## config.mk

```make
export PLATFORM = sky130hd
export DESIGN_NAME = pulse_voice_envelope_writer_unit
export DESIGN_NICKNAME = d
export VERILOG_FILES = /design/src/design/pve_pkg.sv /design/src/design/pulse_voice_envelope_writer_unit.sv /design/src/design/pve_lane.sv /design/src/design/pve_merge.sv
export SDC_FILE = /design/constraint.sdc
export NUM_CORES = 1
export LEC_CHECK = 0
export BUFFER_PORTS_ARGS = -buffer_cell sky130_fd_sc_hd__buf_4
export CAP_MARGIN = 0
export CORE_MARGIN = 5
export CORE_UTILIZATION = 60
export DETAILED_ROUTE_END_ITERATION = 8
export PLACE_DENSITY = 0.78
export SLEW_MARGIN = 5
export SYNTH_ARGS = -nofsm -noshare
export SYNTH_HDL_FRONTEND = slang
export SYNTH_SLANG_ARGS = --single-unit
```

## constraint.sdc

```tcl
create_clock -name clk -period 19.46 [get_ports clk]
set_input_delay 2.919 -clock clk [delete_from_list [all_inputs] [get_ports clk]]
set_output_delay 2.919 -clock clk [all_outputs]
set_load 0.02 [all_outputs]
```

## src/design/pve_pkg.sv

```systemverilog
// shared types, constants and helpers for the pulse voice envelope writer
`timescale 1ns / 1ps
`default_nettype none

package pve_pkg;

    localparam int VOICES      = 4;
    localparam int VOICE_W     = (VOICES > 1) ? $clog2(VOICES) : 1;
    localparam int SLOTS       = 3 * VOICES;
    localparam int CNT_W       = $clog2(SLOTS + 1);
    localparam int CFG_DATA_W  = 8;

    // configuration register indexes
    localparam logic CFG_DUTY = 1'b0;
    localparam logic CFG_VIB  = 1'b1;

    // register offsets within one pulse voice
    localparam logic [1:0] OFS_CTRL = 2'd0;
    localparam logic [1:0] OFS_LO   = 2'd2;
    localparam logic [1:0] OFS_HI   = 2'd3;

    // envelope shapes and lfo steps
    localparam logic [1:0] SHAPE_PIANO = 2'd1;
    localparam logic [1:0] SHAPE_PLUCK = 2'd2;
    localparam logic [1:0] LFO_RISE    = 2'd1;
    localparam logic [1:0] LFO_FALL    = 2'd3;

    localparam logic [7:0]  CTRL_BASE  = 8'h30;
    localparam logic [7:0]  UNWRITTEN  = 8'hFF;
    localparam logic [15:0] REST_ENTRY = 16'h0000;

    typedef struct packed {
        logic [3:0]  note_flags;
        logic [15:0] entry_zero;
        logic [15:0] entry_one;
        logic [15:0] entry_two;
        logic [15:0] entry_three;
        logic        effect_busy;
    } item_t;

    typedef struct packed {
        logic [1:0] channel;
        logic [1:0] reg_offset;
        logic [7:0] data;
        logic       last;
    } result_t;

    // per-voice state seen by one lane
    typedef struct packed {
        logic [15:0] entry;
        logic [7:0]  age;
        logic        pending;
        logic [7:0]  wvol;
        logic [7:0]  whigh;
    } voice_state_t;

    // up to three writes found by one lane
    typedef struct packed {
        logic       ctrl_en;
        logic [7:0] ctrl_data;
        logic       lo_en;
        logic [7:0] lo_data;
        logic       hi_en;
        logic [7:0] hi_data;
    } lane_wr_t;

    typedef struct packed {
        logic             active;
        logic [CNT_W-1:0] remain;
    } merge_status_t;

    // velocity to base volume
    function automatic logic [3:0] vel_volume(input logic [1:0] vel);
        logic [3:0] vol;
        case (vel)
            2'd0:    vol = 4'd4;
            2'd1:    vol = 4'd6;
            2'd2:    vol = 4'd8;
            default: vol = 4'd10;
        endcase
        return vol;
    endfunction

endpackage

`default_nettype wire

```

## src/design/pulse_voice_envelope_writer_unit.sv

```systemverilog
// top level of the pulse voice envelope writer: frame state, voice lanes and merge stage
// path: a frame item passes the sequencer state register, the merge slot registers and the output register
// throughput: a new frame item is taken only once the merge stage has drained the writes of the last one,
//   scanning 3 write slots per voice, one slot a cycle while the result side does not stall
// reset: asynchronous active low; ages, entries, pending flags and lfo cleared,
//   volume and high-byte shadows set to 0xff, effect marked busy, config cleared
`timescale 1ns / 1ps
`default_nettype none

module pulse_voice_envelope_writer_unit (
    input  logic                            clk,
    input  logic                            rst_n,
    // frame items
    input  logic                            item_valid,
    output logic                            item_stall,
    input  pve_pkg::item_t                  item,
    // register writes
    output logic                            result_valid,
    input  logic                            result_stall,
    output pve_pkg::result_t                result,
    // configuration
    input  logic                            cfg_write,
    input  logic                            cfg_index,
    input  logic [pve_pkg::CFG_DATA_W-1:0]  cfg_data
);
    import pve_pkg::*;

    // sequencer codes
    localparam logic [1:0] ST_IDLE = 2'd0;   // waiting for a frame item
    localparam logic [1:0] ST_LANE = 2'd1;   // lanes evaluate the frame
    localparam logic [1:0] ST_SEND = 2'd2;   // merge stage drains the writes

    logic [1:0]        state_reg;

    // configuration
    logic [7:0]        duty_reg;
    logic [VOICES-1:0] vib_reg;

    // per-voice frame state
    logic [7:0]        age_reg     [VOICES];
    logic [15:0]       entry_reg   [VOICES];
    logic [VOICES-1:0] pending_reg;
    logic [7:0]        wvol_reg    [VOICES];
    logic [7:0]        whigh_reg   [VOICES];

    // shared lfo and effect tracking
    logic [1:0]        lfo_count_reg;
    logic [1:0]        lfo_phase_reg;
    logic              was_busy_reg;
    logic              busy_reg;

    logic              accept;
    logic              fx_release;
    logic [15:0]       item_entry  [VOICES];
    voice_state_t      lane_st     [VOICES];
    logic [VOICES-1:0] lane_en;
    lane_wr_t [VOICES-1:0] lane_wr;
    logic [7:0]        lane_wvol   [VOICES];
    logic [7:0]        lane_whigh  [VOICES];
    merge_status_t     merge_status;

    assign accept     = item_valid && !item_stall;
    assign item_stall = (state_reg != ST_IDLE);
    assign fx_release = was_busy_reg && !item.effect_busy;

    assign item_entry[0] = item.entry_zero;
    assign item_entry[1] = item.entry_one;
    assign item_entry[2] = item.entry_two;
    assign item_entry[3] = item.entry_three;

    // lane inputs; voice 1 stays silent while an effect owns it
    always_comb
    begin
        for (int v = 0; v < VOICES; v++)
        begin
            lane_st[v].entry   = entry_reg[v];
            lane_st[v].age     = age_reg[v];
            lane_st[v].pending = pending_reg[v];
            lane_st[v].wvol    = wvol_reg[v];
            lane_st[v].whigh   = whigh_reg[v];
            lane_en[v]         = !((v == 1) && busy_reg);
        end
    end

    // one lane per pulse voice, all evaluated in the same cycle
    for (genvar gv = 0; gv < VOICES; gv++)
    begin : g_lane
        pve_lane u_lane (
            .st         (lane_st[gv]),
            .duty       (duty_reg[2*gv +: 2]),
            .vib_en     (vib_reg[gv]),
            .lfo_phase  (lfo_phase_reg),
            .lfo_count  (lfo_count_reg),
            .enable     (lane_en[gv]),
            .wr         (lane_wr[gv]),
            .wvol_next  (lane_wvol[gv]),
            .whigh_next (lane_whigh[gv])
        );
    end

    // merge stage serialises the lane writes into transfers
    pve_merge u_merge (
        .clk       (clk),
        .rst_n     (rst_n),
        .load      (state_reg == ST_LANE),
        .wr        (lane_wr),
        .out_stall (result_stall),
        .out_valid (result_valid),
        .out_data  (result),
        .status    (merge_status)
    );

    // configuration writes
    always_ff @(posedge clk or negedge rst_n)
    begin
        if (!rst_n)
        begin
            duty_reg <= '0;
            vib_reg  <= '0;
        end
        else if (cfg_write)
        begin
            case (cfg_index)
                CFG_DUTY: duty_reg <= cfg_data;
                CFG_VIB:  vib_reg  <= cfg_data[VOICES-1:0];
                default:  ;
            endcase
        end
    end

    // frame sequencer and voice state
    always_ff @(posedge clk or negedge rst_n)
    begin
        if (!rst_n)
        begin
            state_reg     <= ST_IDLE;
            pending_reg   <= '0;
            lfo_count_reg <= 2'd0;
            lfo_phase_reg <= 2'd0;
            was_busy_reg  <= 1'b1;
            busy_reg      <= 1'b0;
            for (int v = 0; v < VOICES; v++)
            begin
                age_reg[v]   <= 8'd0;
                entry_reg[v] <= 16'd0;
                wvol_reg[v]  <= UNWRITTEN;
                whigh_reg[v] <= UNWRITTEN;
            end
        end
        else
        begin
            case (state_reg)
                ST_IDLE:
                begin
                    if (accept)
                    begin
                        // envelope clocks advance, new notes restart them
                        for (int v = 0; v < VOICES; v++)
                        begin
                            if (item.note_flags[v])
                            begin
                                age_reg[v]   <= 8'd0;
                                entry_reg[v] <= item_entry[v];
                            end
                            else if (age_reg[v] != 8'hFF)
                            begin
                                age_reg[v] <= age_reg[v] + 8'd1;
                            end
                            // new note, or voice 1 released by the effect
                            if (item.note_flags[v] || ((v == 1) && fx_release))
                                pending_reg[v] <= 1'b1;
                        end
                        // three-frame lfo tick, a stray count of 3 wraps too
                        if (lfo_count_reg >= 2'd2)
                        begin
                            lfo_count_reg <= 2'd0;
                            lfo_phase_reg <= lfo_phase_reg + 2'd1;
                        end
                        else
                        begin
                            lfo_count_reg <= lfo_count_reg + 2'd1;
                        end
                        // effect released: voice 1 gets a full rewrite
                        if (fx_release)
                        begin
                            wvol_reg[1]    <= UNWRITTEN;
                            whigh_reg[1]   <= UNWRITTEN;
                        end
                        was_busy_reg <= item.effect_busy;
                        busy_reg     <= item.effect_busy;
                        state_reg    <= ST_LANE;
                    end
                end
                ST_LANE:
                begin
                    // shadows follow the writes, a skipped busy voice keeps its pending flag
                    for (int v = 0; v < VOICES; v++)
                    begin
                        wvol_reg[v]  <= lane_wvol[v];
                        whigh_reg[v] <= lane_whigh[v];
                        if (lane_en[v])
                            pending_reg[v] <= 1'b0;
                    end
                    state_reg <= ST_SEND;
                end
                ST_SEND:
                begin
                    if (!merge_status.active)
                        state_reg <= ST_IDLE;
                end
                default: state_reg <= ST_IDLE;
            endcase
        end
    end

    // no new frame while the merge stage still holds writes
    a_accept_drained: assert property (@(posedge clk) disable iff (!rst_n)
        accept |-> !merge_status.active)
        else $error("frame transfer while merge stage busy");

    // the lane cycle always hands a frame to the merge stage
    a_lane_loads: assert property (@(posedge clk) disable iff (!rst_n)
        (state_reg == ST_LANE) |=> merge_status.active)
        else $error("merge stage not started after lane cycle");

    // a write that is not the last one still has writes behind it
    a_not_last: assert property (@(posedge clk) disable iff (!rst_n)
        (result_valid && !result.last) |-> (merge_status.active && (merge_status.remain != '0)))
        else $error("write without last flag but nothing left to send");

endmodule

`default_nettype wire

```

## src/design/pve_lane.sv

```systemverilog
// one voice lane: envelope, vibrato and the writes that voice needs
`timescale 1ns / 1ps
`default_nettype none

module pve_lane (
    input  pve_pkg::voice_state_t st,
    input  logic [1:0]            duty,
    input  logic                  vib_en,
    input  logic [1:0]            lfo_phase,
    input  logic [1:0]            lfo_count,
    input  logic                  enable,
    output pve_pkg::lane_wr_t     wr,
    output logic [7:0]            wvol_next,
    output logic [7:0]            whigh_next
);
    import pve_pkg::*;

    logic [3:0]  base;
    logic [1:0]  shape;
    logic        attack;
    logic [3:0]  rise;
    logic [7:0]  age_eff;
    logic [7:0]  drop_piano;
    logic [7:0]  drop_pluck;
    logic [7:0]  vol;
    logic [10:0] per;
    logic [3:0]  depth;
    logic [11:0] per_shift;
    logic        vib_ok;
    logic [10:0] per_out;
    logic        redo;
    logic [7:0]  hi;

    // envelope
    always_comb
    begin
        base       = vel_volume(st.entry[12:11]);
        shape      = st.entry[14:13];
        attack     = st.entry[15] && (st.age < 8'd4);
        rise       = {1'b0, st.age[1:0], 1'b0} + 4'd2;
        age_eff    = st.entry[15] ? (st.age - 8'd4) : st.age;
        drop_piano = age_eff >> 3;
        drop_pluck = age_eff >> 1;
        if (attack)
        begin
            vol = {4'd0, (rise < base) ? rise : base};
        end
        else
        begin
            case (shape)
                SHAPE_PIANO:
                begin
                    if ({1'b0, drop_piano} + 9'd1 >= {5'd0, base})
                        vol = 8'd1;
                    else
                        vol = {4'd0, base} - drop_piano;
                end
                SHAPE_PLUCK:
                begin
                    if (drop_pluck >= {4'd0, base})
                        vol = 8'd0;
                    else
                        vol = {4'd0, base} - drop_pluck;
                end
                default: vol = {4'd0, base};
            endcase
        end
    end

    // vibrato, kept inside the current high byte
    always_comb
    begin
        per   = st.entry[10:0];
        depth = {1'b0, per[10:8]} + 4'd1;
        case (lfo_phase)
            LFO_RISE: per_shift = {1'b0, per} + {8'd0, depth};
            LFO_FALL: per_shift = {1'b0, per} - {8'd0, depth};
            default:  per_shift = {1'b0, per};
        endcase
        vib_ok  = vib_en && (per_shift[10:8] == per[10:8]);
        per_out = vib_ok ? per_shift[10:0] : per;
        redo    = st.pending || (vib_ok && (lfo_count == 2'd0));
        hi      = {5'd0, per_out[10:8]};
    end

    // writes and register shadow updates
    always_comb
    begin
        wr         = '0;
        wvol_next  = st.wvol;
        whigh_next = st.whigh;
        if (enable)
        begin
            if (st.entry == REST_ENTRY)
            begin
                if (st.pending)
                begin
                    wr.ctrl_en   = 1'b1;
                    wr.ctrl_data = CTRL_BASE;
                    wvol_next    = 8'd0;
                end
            end
            else
            begin
                if (redo || (vol != st.wvol))
                begin
                    wr.ctrl_en   = 1'b1;
                    wr.ctrl_data = {duty, 6'd0} | CTRL_BASE | vol;
                    wvol_next    = vol;
                end
                if (redo)
                begin
                    wr.lo_en   = 1'b1;
                    wr.lo_data = per_out[7:0];
                    if (hi != st.whigh)
                    begin
                        wr.hi_en   = 1'b1;
                        wr.hi_data = hi;
                        whigh_next = hi;
                    end
                end
            end
        end
    end

endmodule

`default_nettype wire

```

## src/design/pve_merge.sv

```systemverilog
// merge stage: holds the lane writes and sends them one per transfer in voice order
`timescale 1ns / 1ps
`default_nettype none

module pve_merge (
    input  logic                                    clk,
    input  logic                                    rst_n,
    input  logic                                    load,
    input  pve_pkg::lane_wr_t [pve_pkg::VOICES-1:0] wr,
    input  logic                                    out_stall,
    output logic                                    out_valid,
    output pve_pkg::result_t                        out_data,
    output pve_pkg::merge_status_t                  status
);
    import pve_pkg::*;

    logic [VOICES-1:0][2:0] load_en;
    logic [VOICES-1:0][2:0] slot_en_reg;
    logic [7:0]             slot_data_reg [VOICES][3];
    logic [VOICE_W-1:0]     voice_reg;
    logic [1:0]             sub_reg;
    logic [CNT_W-1:0]       remain_reg;
    logic                   active_reg;
    logic                   out_valid_reg;
    result_t                out_data_reg;

    logic       cur_en;
    logic       out_free;
    logic       step;
    logic       emit;
    logic       last_slot;
    logic [1:0] ofs;

    always_comb
    begin
        for (int v = 0; v < VOICES; v++)
        begin
            load_en[v] = {wr[v].hi_en, wr[v].lo_en, wr[v].ctrl_en};
        end
    end

    always_comb
    begin
        cur_en    = slot_en_reg[voice_reg][sub_reg];
        out_free  = !out_valid_reg || !out_stall;
        step      = active_reg && (!cur_en || out_free);
        emit      = step && cur_en;
        last_slot = (voice_reg == VOICE_W'(VOICES - 1)) && (sub_reg == 2'd2);
        case (sub_reg)
            2'd0:    ofs = OFS_CTRL;
            2'd1:    ofs = OFS_LO;
            default: ofs = OFS_HI;
        endcase
    end

    always_ff @(posedge clk or negedge rst_n)
    begin
        if (!rst_n)
        begin
            slot_en_reg   <= '0;
            active_reg    <= 1'b0;
            voice_reg     <= '0;
            sub_reg       <= 2'd0;
            remain_reg    <= '0;
            out_valid_reg <= 1'b0;
        end
        else
        begin
            if (load)
            begin
                slot_en_reg <= load_en;
                active_reg  <= 1'b1;
                voice_reg   <= '0;
                sub_reg     <= 2'd0;
                remain_reg  <= CNT_W'($countones(load_en));
            end
            else if (step)
            begin
                if (last_slot)
                begin
                    active_reg <= 1'b0;
                end
                else if (sub_reg == 2'd2)
                begin
                    sub_reg   <= 2'd0;
                    voice_reg <= voice_reg + VOICE_W'(1);
                end
                else
                begin
                    sub_reg <= sub_reg + 2'd1;
                end
                if (emit)
                begin
                    remain_reg <= remain_reg - CNT_W'(1);
                end
            end

            if (emit)
                out_valid_reg <= 1'b1;
            else if (!out_stall)
                out_valid_reg <= 1'b0;
        end
    end

    // payload, no reset
    always_ff @(posedge clk)
    begin
        if (load)
        begin
            for (int v = 0; v < VOICES; v++)
            begin
                slot_data_reg[v][0] <= wr[v].ctrl_data;
                slot_data_reg[v][1] <= wr[v].lo_data;
                slot_data_reg[v][2] <= wr[v].hi_data;
            end
        end
        if (emit)
        begin
            out_data_reg.channel    <= 2'(voice_reg);
            out_data_reg.reg_offset <= ofs;
            out_data_reg.data       <= slot_data_reg[voice_reg][sub_reg];
            out_data_reg.last       <= (remain_reg == CNT_W'(1));
        end
    end

    assign out_valid     = out_valid_reg;
    assign out_data      = out_data_reg;
    assign status.active = active_reg;
    assign status.remain = remain_reg;

endmodule

`default_nettype wire
```

==> results.toml, run 1 <==
[cells_and_area]
largest_reg_flops = 72
fin_util_pct = 67.4
syn_to_final_growth_pct = 10.5
diodes = 0
fin_nets = 2296
design_area_sq_mm = 0.0213
layoutNonFillerInstCount = 2476
drive_gt1_share_pct = 15.7

[sta]
period_share_pct = 40.1
max_slew_margin_pct = 24.3
fmax_ghz = 0.128
slew_viol_final = 0
tns_ns = 0
fin_skew_ns = 0.0203
worst_slew_pin_slew_ns = 1.13
setup_viol = 0
finalHoldViolCount = 0
post-route-min-period_ns = 7.80
rsz0062_at_grt = "false"

[clock_tree]
numCtsBuffers = 30
cts_htree_levels = 1
cts_buffer_depth = 3
hold_buffers = 0
clkTransAtPathRegs_ns = 0.06
cts_resized = 0
cts-root-buf = "clkbuf_16"
cts.sinks = 275
cts_tree = "built"
clk_latency_ns = 0.57
post_cts_buffers = 0

[die]
start_util_pct = 61.0
die_x_um = 189
die_area_sq_mm = 0.0359
die_h_um = 189
core_area_sq_mm = 0.0316
rows = 65
io_pins = 98

[yosys]
syn_inst = 1988
syn-num-nets = 2234
ys_async_sr_fraction_pct = 69.1
synth_edf_count = 85
synth.distinct_cells = 93
yosysSeqAreaShare_pct = 38.2
synth_flop_cell = "dfrtp_1"
ys_ff_latch = 275
yosysWarningCount = 0
synth.avg_cell_area_sq_um = 9.71
syn_area_sq_mm = 0.0193

[worst_setup_path]
reg2reg_depth = 30
crit_path_end_kind = "flip-flop"
required_ns = 19.95
worst_setup_path_start_kind = "flip-flop"
critPathMostFrequentCell = "ha_1"
cp.arrival_ns = 8.29
reg2reg_slack_ns = 11.66
timing.rr.end = "u_merge.remain_reg[3]"
r2r_start = "age_reg[10]"
slowest_delay_ns = 0.64
worstSetupPathType = "flip-flop to flip-flop"
cp_max_fo = 7
slowest_stage = "o32ai_1"

[placed_design]
gp_congestion = 0.928
placed_cells = 2420
dp_hpwl_um = 38000
portBuffers = 97
placed_cell_area_sq_mm = 0.0203

[route]
post_drt_wl_per_cell_um = 20.1
vias = 15440
avgViaCountPerCell = 6.24
drt.antenna.violating_nets = 0
drc = 0
drt_iter0_drc = 1256
first_pass_iters = 5
wl_um = 49900

[hold_path]
whs_endpoint = "was_busy_reg"
min_from = "was_busy_reg"
holdPathStages = 2
hold_class = "flip-flop to flip-flop"

[global_routing]
grt_pass1_wl_um = 81400
grt_max_degree = 75
antenna_found_initial = 0
grt_pass1_vias = 15242
grt_usage_pct = 27.7
overflow = 0

[run_status]
outcome = "complete, no violations"

[flow_run]
drv_cap = 0
## per-stage QoR
stage               worst slack [ns]  hold slack [ns]
floorplan                      12.46            0.436
global placement               11.89            0.444
detailed placement             11.72            0.449
CTS                            11.70            0.460
global route                   11.16            0.488
finish                         11.66            0.461
## cell usage after synthesis (11+ instances only)
cell type  instances  area (sq um)
a211oi_1          20           150
a21o_1            29           218
a21oi_1           62           310
a22o_1            16           140
a31oi_1           13          81.3
and2_1            23           144
and3_1            21           131
clkbuf_1          67           251
dfrtp_1          141          3530
dfstp_2           49          1290
edfxtp_1          85          2550
fa_1              19           380
ha_1             144          1800
inv_1            134           503
mux2_2            57           642
mux2i_1           38           380
mux4_2            21           473
nand2_1          155           582
nand2b_1          24           150
nand3_1           38           190
nand4_1           18           113
nor2_1           192           721
nor2b_1           38           238
nor3_1            55           275
nor4_1            27           169
nor4b_1           11          96.3
o211ai_1          11          82.6
o21a_1            20           150
o21ai_0           91           455
o31ai_1           12          90.1
or2_2             17           106
or3_1             12          75.1
xnor2_1           82           718
xor2_1            57           499
## worst max path at each step
stage | endpoint | cells past startpoint | from
finish | u_merge.remain_reg[3] | 30 | age_reg[10]
global route | u_merge.remain_reg[3] | 30 | age_reg[10]
CTS | u_merge.remain_reg[3] | 30 | age_reg[10]
detailed placement | u_merge.remain_reg[3] | 30 | age_reg[10]
global placement | u_merge.remain_reg[3] | 30 | age_reg[10]
floorplan | u_merge.remain_reg[3] | 29 | age_reg[4]
## per-layer routing
metal | GRT usage, % | wire [um] | vias to the layer above
li1 | - | - | 7272
met1 | 39.5 | 21900 | 7560
met2 | 45.7 | 23600 | 516
met3 | 3.50 | 3100 | 92
met4 | 6.65 | 1260 | 0
met5 | 0 | 0 | -
## area by class of cell
cell class	instances	area, sq um
Tap cell	402	503
Clock inverter	13	148
Multi-Input combinational cell	1497	11100
Inverter	135	508
Fill cell	2448	10300
Sequential cell	275	7370
Timing Repair Buffer	111	840
Clock buffer	43	862
## critical path, delay by kind of cell, from the launching register on
kind | cells | cell delay (ns)
adder cells (fa/ha/maj) | 8 | 2.86
flip-flops | 1 | 0.42
multiplexers | 1 | 0.27
buffers and inverters | 4 | 0.36
XOR/XNOR | 2 | 0.28
AO/OA/AOI/OAI | 6 | 1.40
AND/OR/NAND/NOR | 9 | 2.12
## kinds of logic (layout without fill, tap and decap cells)
logic type               count (synthesis)  count (layout)  share of synthesized area, %
adder cells (fa/ha/maj)                163             163                          11.3
multiplexers                           118             118                          7.92
buffers and inverters                  216             302                          4.28
XOR/XNOR                               139             139                          6.31
AO/OA/AOI/OAI                          388             388                          13.9
AND/OR/NAND/NOR                        689             689                          18.1
flip-flops                             275             275                          38.2
## layout by cell type, fill, tap and decap left out, types with 12 or more instances in the layout
cell and count:
and3_1 21, nor4_1 27, fa_1 19, and2_1 23, dfstp_2 49, nand2_1 155
o21ai_0 91, mux2i_1 38, buf_4 110, a21oi_1 62, edfxtp_1 85, inv_1 134
nor2b_1 38, ha_1 144, dfrtp_1 141, a21o_1 29, o31ai_1 12, nand4_1 18
xnor2_1 82, nor2_1 192, or2_2 17, nand3_1 38, nand2b_1 24, a22o_1 16
clkbuf_16 32, a211oi_1 20, nor3_1 55, a31oi_1 13, or3_1 12, o21a_1 20
mux4_2 21, mux2_2 57, xor2_1 57
Power of run 1 is not shown: default switching activity piles up to over one toggle a cycle in this logic, so the estimate is an artifact.
==> inputs of run 2 (changes only) <==
==> constraint.sdc (replaced) <==
create_clock -name clk -period 7.4 [get_ports clk]
set_input_delay 1.11 -clock clk [delete_from_list [all_inputs] [get_ports clk]]
set_output_delay 1.11 -clock clk [all_outputs]
set_load 0.02 [all_outputs]
==> run 2 against run 1 <==
Via count is 0.77% higher. Fmax is 7.9% higher. First-iteration DRC count is 20% higher. Register-to-register slack worse by 11 ns. Cell area is 1.4% higher. Core utilization is 0.96 points higher. Largest cell class unchanged.
==> results.toml, run 2 (same netlist as run 1, synthesis figures left out) <==
[worst_setup_path]
critPathMostFrequentCell = "ha_1"
cp_max_fo = 7
cp.arrival_ns = 7.72
critPathTopFamily = "adder cells"
slowest_stage = "fa_1"
path_buf_inv = 3
required_ns = 7.89
slowest_delay_ns = 0.55
crit_path_end_kind = "flip-flop"
worstSetupPathType = "flip-flop to flip-flop"
worst_setup_path_start_kind = "flip-flop"

[clock_tree]
hold_buffers = 0
clkTransAtPathRegs_ns = 0.06
cts_tree = "built"
cts_buffer_depth = 3
cts-root-buf = "clkbuf_16"
cts_htree_levels = 1
cts.sinks = 275
numCtsBuffers = 31
clk_latency_ns = 0.56

[die]
rows = 65
die_h_um = 189
io_pins = 98
die_x_um = 189
start_util_pct = 61.0
die_area_sq_mm = 0.0359
core_area_sq_mm = 0.0316

[route]
avgViaCountPerCell = 6.23
wl_um = 50600
drt_iter0_drc = 1505
vias = 15559
drt.antenna.violating_nets = 0
drc = 0
first_pass_iters = 5
post_drt_wl_per_cell_um = 20.3

[global_routing]
antenna_found_initial = 1
grt_pass1_vias = 15464
grt_max_degree = 70
grt_pass1_wl_um = 81700
overflow = 0
grt_usage_pct = 27.8

[sta]
tns_ns = 0
post-route-min-period_ns = 7.23
max_slew_margin_pct = 23.0
slew_viol_final = 0
fin_skew_ns = 0.0156
period_share_pct = 97.7
worst_slew_pin_slew_ns = 1.14
fmax_ghz = 0.138
finalHoldViolCount = 0
setup_viol = 0

[cells_and_area]
drive_gt1_share_pct = 17.8
final_cell_mix = "nor2_1 (192), nand2_1 (153), ha_1 (141), dfrtp_1 (138), inv_1 (133)"
layout_commonest_cell = "nor2_1"
design_area_sq_mm = 0.0216
syn_to_final_growth_pct = 12.1
fin_nets = 2316
largest_reg_flops = 72
diodes = 0
fin_util_pct = 68.4

[placed_design]
placed_cell_area_sq_mm = 0.0204
gp_congestion = 0.924
dp_hpwl_um = 38300
portBuffers = 97

[hold_path]
hold_class = "flip-flop to flip-flop"

[run_status]
outcome = "complete, no violations"

[flow_run]
drv_cap = 0
==> run 2: cell count changes in the layout (fill, tap and decap cells not counted), sizes merged <==
cell | previous run | this run
inv | 135 | 134
bufinv | 3 | 5
buf | 110 | 129
clkinvlp | 2 | 4
clkbuf | 44 | 39
clkinv | 8 | 11
==> run 2: tightest hold or removal path, cell delays in order, from the launching register on <==
cell     delay [ns]
dfstp_2        0.36
nand2_1        0.04
nand2_1        0.05
==> run 2: metrics by stage <==
stage / std cells / setup slack, ns / hold slack, ns
after floorplan: 1988 / 0.398 / 0.436
after global placement: 2436 / 0.226 / 0.445
after detailed placement: 2436 / -0.0260 / 0.448
after CTS: 2493 / 0.00860 / 0.459
after global routing: 2496 / -0.0227 / 0.473
final: 2496 / 0.171 / 0.457
==> run 2: cell type report <==
cell class              instances  area [sq um]
clock buffers                  38           812
fillers                      2427         10000
inverters                     135           508
repair buffers                130           982
well taps                     402           503
clock inverters                19           246
multi-input cells            1497         11200
flip-flops and latches        275          7370
==> run 2: timing repair <==
action	CTS	global route
buffers inserted	0	3
gates resized for setup	4	20
endpoints found under the setup margin	1	3
pin swaps	0	5
==> run 2: routing by layer <==
| layer | GRT usage, % | routed length, um |
|---|---|---|
| met5 | 0 | 7 |
| met3 | 4.26 | 3340 |
| met1 | 39.1 | 22100 |
| met4 | 6.84 | 1380 |
| met2 | 45.8 | 23800 |
==> run 2: path summary, 6_finish.rpt <==
kind                               from                     to  slack (ns)  cells past startpoint
hold / removal             was_busy_reg           was_busy_reg        0.46                      2
min in group asynchronous         rst_n          entry_reg[33]        0.52                      1
max in group asynchronous         rst_n            age_reg[10]        5.45                      2
setup / recovery           entry_reg[9]  u_merge.remain_reg[3]        0.17                     29
setup reg to reg           entry_reg[9]  u_merge.remain_reg[3]        0.17                     29
hold reg to reg            was_busy_reg           was_busy_reg        0.46                      2
Power of run 2 is left out for the same reason.
